--- config.mk ---
export PLATFORM = sky130hd
export DESIGN_NAME = ghalloc_ctrl
export DESIGN_NICKNAME = d
export VERILOG_FILES = /design/src/sv/generational_handle_allocator_assert.svh /design/src/sv/ghalloc_pkg.sv /design/src/sv/ghalloc_ctrl.sv
export SDC_FILE = /design/constraint.sdc
export NUM_CORES = 1
export LEC_CHECK = 0
export CORE_AREA = 2 2 39 41
export CTS_BUF_LIST = sky130_fd_sc_hd__clkbuf_16
export DETAILED_ROUTE_END_ITERATION = 10
export DIE_AREA = 0 0 41 43
export DONT_BUFFER_PORTS = 1
export GPL_TIMING_DRIVEN = 0
export HOLD_SLACK_MARGIN = 0.08
export PLACE_DENSITY_LB_ADDON = 0.2
export SYNTH_ARGS = -nofsm -noshare
export SYNTH_HDL_FRONTEND = slang
export SYNTH_SLANG_ARGS = --single-unit
--- constraint.sdc ---
create_clock -name clock -period 1.1 [get_ports clock]
set_input_delay 0.22 -clock clock [delete_from_list [all_inputs] [get_ports clock]]
set_output_delay 0.22 -clock clock [all_outputs]
set_load 0.02 [all_outputs]
--- src/sv/generational_handle_allocator_assert.svh ---
`ifndef GENERATIONAL_HANDLE_ALLOCATOR_ASSERT_SVH
`define GENERATIONAL_HANDLE_ALLOCATOR_ASSERT_SVH

// same-cycle implication, checked outside reset
`define GHA_ASSERT_NOW(lbl, ante, cons) \
   lbl: assert property (@(posedge clock) disable iff (reset) (ante) |-> (cons)) \
      else $error("generational handle allocator check failed");

// next-cycle implication, checked outside reset
`define GHA_ASSERT_NEXT(lbl, ante, cons) \
   lbl: assert property (@(posedge clock) disable iff (reset) (ante) |=> (cons)) \
      else $error("generational handle allocator check failed");

`endif

--- src/sv/ghalloc_pkg.sv ---
package ghalloc_pkg;

   localparam int MAX_ENTITIES_DEF = 1024;
   localparam int OP_W             = 2;
   localparam int ID_W             = 10;
   localparam int VER_W            = 16;
   localparam int STATUS_W         = 2;

   localparam logic [OP_W-1:0] OP_CREATE  = 2'd0;
   localparam logic [OP_W-1:0] OP_DESTROY = 2'd1;
   localparam logic [OP_W-1:0] OP_CHECK   = 2'd2;

   localparam logic [STATUS_W-1:0] STATUS_OK   = 2'd0;
   localparam logic [STATUS_W-1:0] STATUS_DEAD = 2'd1;
   localparam logic [STATUS_W-1:0] STATUS_FULL = 2'd2;

   typedef struct packed {
      logic accept;
      logic clear;
      logic lookup;
      logic commit;
   } cmd_type;

   typedef struct packed {
      logic clear_last;
   } stat_type;

endpackage

--- src/sv/ghalloc_ctrl.sv ---
module ghalloc_ctrl (
   input  logic                  clock,
   input  logic                  reset,
   input  logic                  start,
   output logic                  busy,
   output ghalloc_pkg::cmd_type  cmd,
   input  ghalloc_pkg::stat_type stat
);

   localparam logic [1:0] ST_IDLE  = 2'd0;
   localparam logic [1:0] ST_CLEAR = 2'd1;
   localparam logic [1:0] ST_READ  = 2'd2;
   localparam logic [1:0] ST_EXEC  = 2'd3;

   logic [1:0] state_ff;
   logic [1:0] state_in;

   always_comb begin
      state_in   = state_ff;
      cmd        = '0;
      case (state_ff)
         ST_IDLE: begin
            if (start) begin
               cmd.accept = 1'b1;
               state_in   = ST_READ;
            end
         end
         ST_CLEAR: begin
            cmd.clear = 1'b1;
            if (stat.clear_last) begin
               state_in = ST_IDLE;
            end
         end
         ST_READ: begin
            cmd.lookup = 1'b1;
            state_in   = ST_EXEC;
         end
         ST_EXEC: begin
            cmd.commit = 1'b1;
            state_in   = ST_IDLE;
         end
         default: begin
            state_in = ST_IDLE;
         end
      endcase
   end

   always_ff @(posedge clock) begin
      if (reset) begin
         state_ff <= ST_CLEAR;
      end else begin
         state_ff <= state_in;
      end
   end

   assign busy = (state_ff != ST_IDLE);

endmodule

-- After elaboration in Yosys (flattened, before gate mapping)
Cells that the tools add are included.
- flip-flop bits (word level): 2
- bits of input ports: 4
- output and inout port bits: 5
- word-level logic and storage cells: 17
- eq/ne operators: 5
- muxes and demuxes: 8
- reductions and logical operators: 3
- operator list (cell ; number):
    $pmux 2 s4 ; 1
    $mux 1 ; 5
    $eq 2x2->1 const B ; 2
    $mux 2 ; 2
    $ne 2x2->1 const B ; 2
    $eq 2x1->1 const B ; 1
    $logic_not 2->1 ; 1
    $reduce_and 2->1 ; 1
    $reduce_bool 2->1 ; 1

-- Logic depth before layout (Yosys ltp)
- depth after elaboration: 3
- gate-level depth with buffers: 2
- mapped depth without buffers: 2

-- Least setup slack after synthesis
OpenSTA, ideal clock, no wires.
- path kind: register -> output
- from: register state_ff[1]
- to: output cmd[3] in the netlist's numbering
- arrival time: 0.977 ns
- data required time: 0.880 ns
- slack: -0.097 ns
- cell stages (with the launch flop): 3
- path through: dfxtp_1 or2_1 nor2_1
- RTL lines (element ; line ; source):
    start, declared ; ghalloc_ctrl.sv:15 ; logic [1:0] state_ff;
    start signal, assigned ; ghalloc_ctrl.sv:52 ; state_ff <= state_in;
    end, declared ; ghalloc_ctrl.sv:6 ; output ghalloc_pkg::cmd_type cmd,

==> qor.csv <==
metric,value,unit
status,finished with violations,
final estimated routing congestion in global placement,0.4632,
Clock Pin Slew Worst Setup and Hold Paths,30,ps
Synth warnings,0,
failing checks,setup timing,
Layout area overhead,133.3,%
VDD IR max,0.7841,mV
Leak,0.0001225,µW
post-synthesis cell count,13,
"most common cell after layout, fill and taps aside",clkbuf_16,
Final Skew,0.9684,ps
vias in the first global route,147,
fmax,827.4,MHz
Core Rows,14,
crit start category,flip-flop,
total power per unit cell area,2554,nW/µm²
Final Slew Violations,0,
largest net degree at the start of global routing,5,
Die W,41,µm
kind of critical path,flip-flop to primary output,
post-synth top area cell,dfxtp_1,
Routed wire per std cell,10.89,µm
GRT Util Overall,5.823,%
Final setup viols,3,
final hold violation count,0,
layout cell share with drive strength beyond 1,70.00,%
GRT overflow,0,
"Net count, final",26,
Top Registers,state_ff x2,
Least-Margin Pin Slew,188.8,ps
Post-Syn Nets,17,
CTS root buf,clkbuf_16,
Final WS setup,-108.6,ps
"Seq/Total Area, Yosys",34.41,%
Crit Path Max Fanout,2,
Final min period,1209,ps
clock sinks,2,
first-pass GRT wire length,552,µm
cts bufs inserted,3,
Pre-antenna DRT Iters,1,
antenna cells,0,
Initial Util,8.409,%
Pwr Total,693.6,µW
die area,1763,µm²
Tightest Hold Check Type,primary input to flip-flop,
RSZ-0062 raised after global routing,true,
Mapped Avg Cell Area,8.951,µm²
max-cap viol count,0,
Final period util,109.9,%
Antenna Violating Nets Remaining,0,
Max Root-Sink Buffers,2,
Starting DRT DRC Count,0,
clock latency on the worst-skew pair,220,ps
Worst setup EP type,primary output,
Yosys top cell area share,34.41,%
Clock H-tree levels,1,
initial antenna violation count,0,
# DRC,0,
number of port buffers,0,
IO Count,9,
Setup TNS,-183.1,ps
most area-consuming cells after synthesis,"dfxtp_1 34%, nor2b_4 24%, a211o_1 7.5%",
CTS tree,done,
Final Util,19.62,%
CP required,880,ps
Max transition margin,87.39,%
Post-Syn Area,116.4,µm²
vias per inst,3.167,
design area,271.5,µm²
Post-Route WL,392,µm
crit path DAT,990,ps
Largest Register,state_ff,
post-route insts no fill,36,
post-placement cell area,143.9,µm²
vias post-DR,114,
# fillers,156,
Synth cell types,9,
synthesized flop and latch total,2,
core footprint,1384,µm²
die height,43,µm
placed cells,29,
max reg flops,2,
-- path summary, 6_finish.rpt --
check,from,to,slack [ps],cells after the start
worst min-delay path,reset,state_ff[0],110,1
worst max register to register,state_ff[0],state_ff[0],60,3
worst min register to register,state_ff[0],state_ff[1],550,2
worst max-delay path,state_ff[0],cmd[3],-110,2
-- report_power, final --
part           leakage, µW  switching, µW  internal, µW
clock network    0.0000370           83.4           462
registers        0.0000175           3.49          76.6
logic            0.0000680           36.1          31.4
total             0.000123            123           571
-- per-stage QoR --
stage | hold WS, ps | setup slack, ps
after floorplan | 296.8 | 25.20
after global placement | 303.4 | 0.05196
after detailed placement | 303.6 | -8.002
after CTS | 97.60 | -139.0
after global routing | 110.4 | -140.7
final | 109.0 | -108.6
-- logic make-up after synthesis --
kind of cell           synth area share (%)
AO/OA/AOI/OAI                         7.528
buffers and inverters                 12.91
flip-flops                            34.41
AND/OR/NAND/NOR                       45.17
-- final cells by class --
type | instances | area (µm²) | share of cell area, %
tap | 16 | 20.02 | 7.373
buffer | 1 | 11.26 | 4.147
timing repair buffer | 4 | 36.28 | 13.36
clock buffer | 3 | 75.07 | 27.65
multi-input combinational | 8 | 73.82 | 27.19
inverter | 2 | 7.507 | 2.765
sequential | 2 | 47.55 | 17.51
-- cell usage after synthesis --
| library cell | count |
|---|---|
| a211o_1 | 1 |
| nor2b_4 | 2 |
| or2_1 | 1 |
| dfxtp_1 | 2 |
| nor3_1 | 1 |
| buf_4 | 1 |
| inv_1 | 2 |
| and2_1 | 1 |
| nor2_1 | 2 |
-- metal layers --
| metal | track usage, % | share of wire [%] | up-vias |
|---|---|---|---|
| met5 | 0 | 0 | - |
| met4 | 6.000 | 2.6 | 0 |
| met3 | 6.806 | 22 | 2 |
| met2 | 6.875 | 46 | 11 |
| met1 | 4.502 | 28 | 48 |
| li1 | - | - | 53 |
-- critical path, stage by stage (launching register included) --
cell     delay [ps]
dfxtp_4         330
or2_4           290
nor2_4          150
-- repair_timing --
| item | 4_1_cts | 5_1_grt |
|---|---|---|
| gates resized for setup | 8 | 1 |
| setup buffers | 3 | 0 |
| endpoints found under the hold margin | 1 | 0 |
| setup endpoints to repair | 5 | 4 |
| hold buffers | 1 | 0 |
| pin swaps | 2 | 2 |
Power figures use the tool's default switching activity.
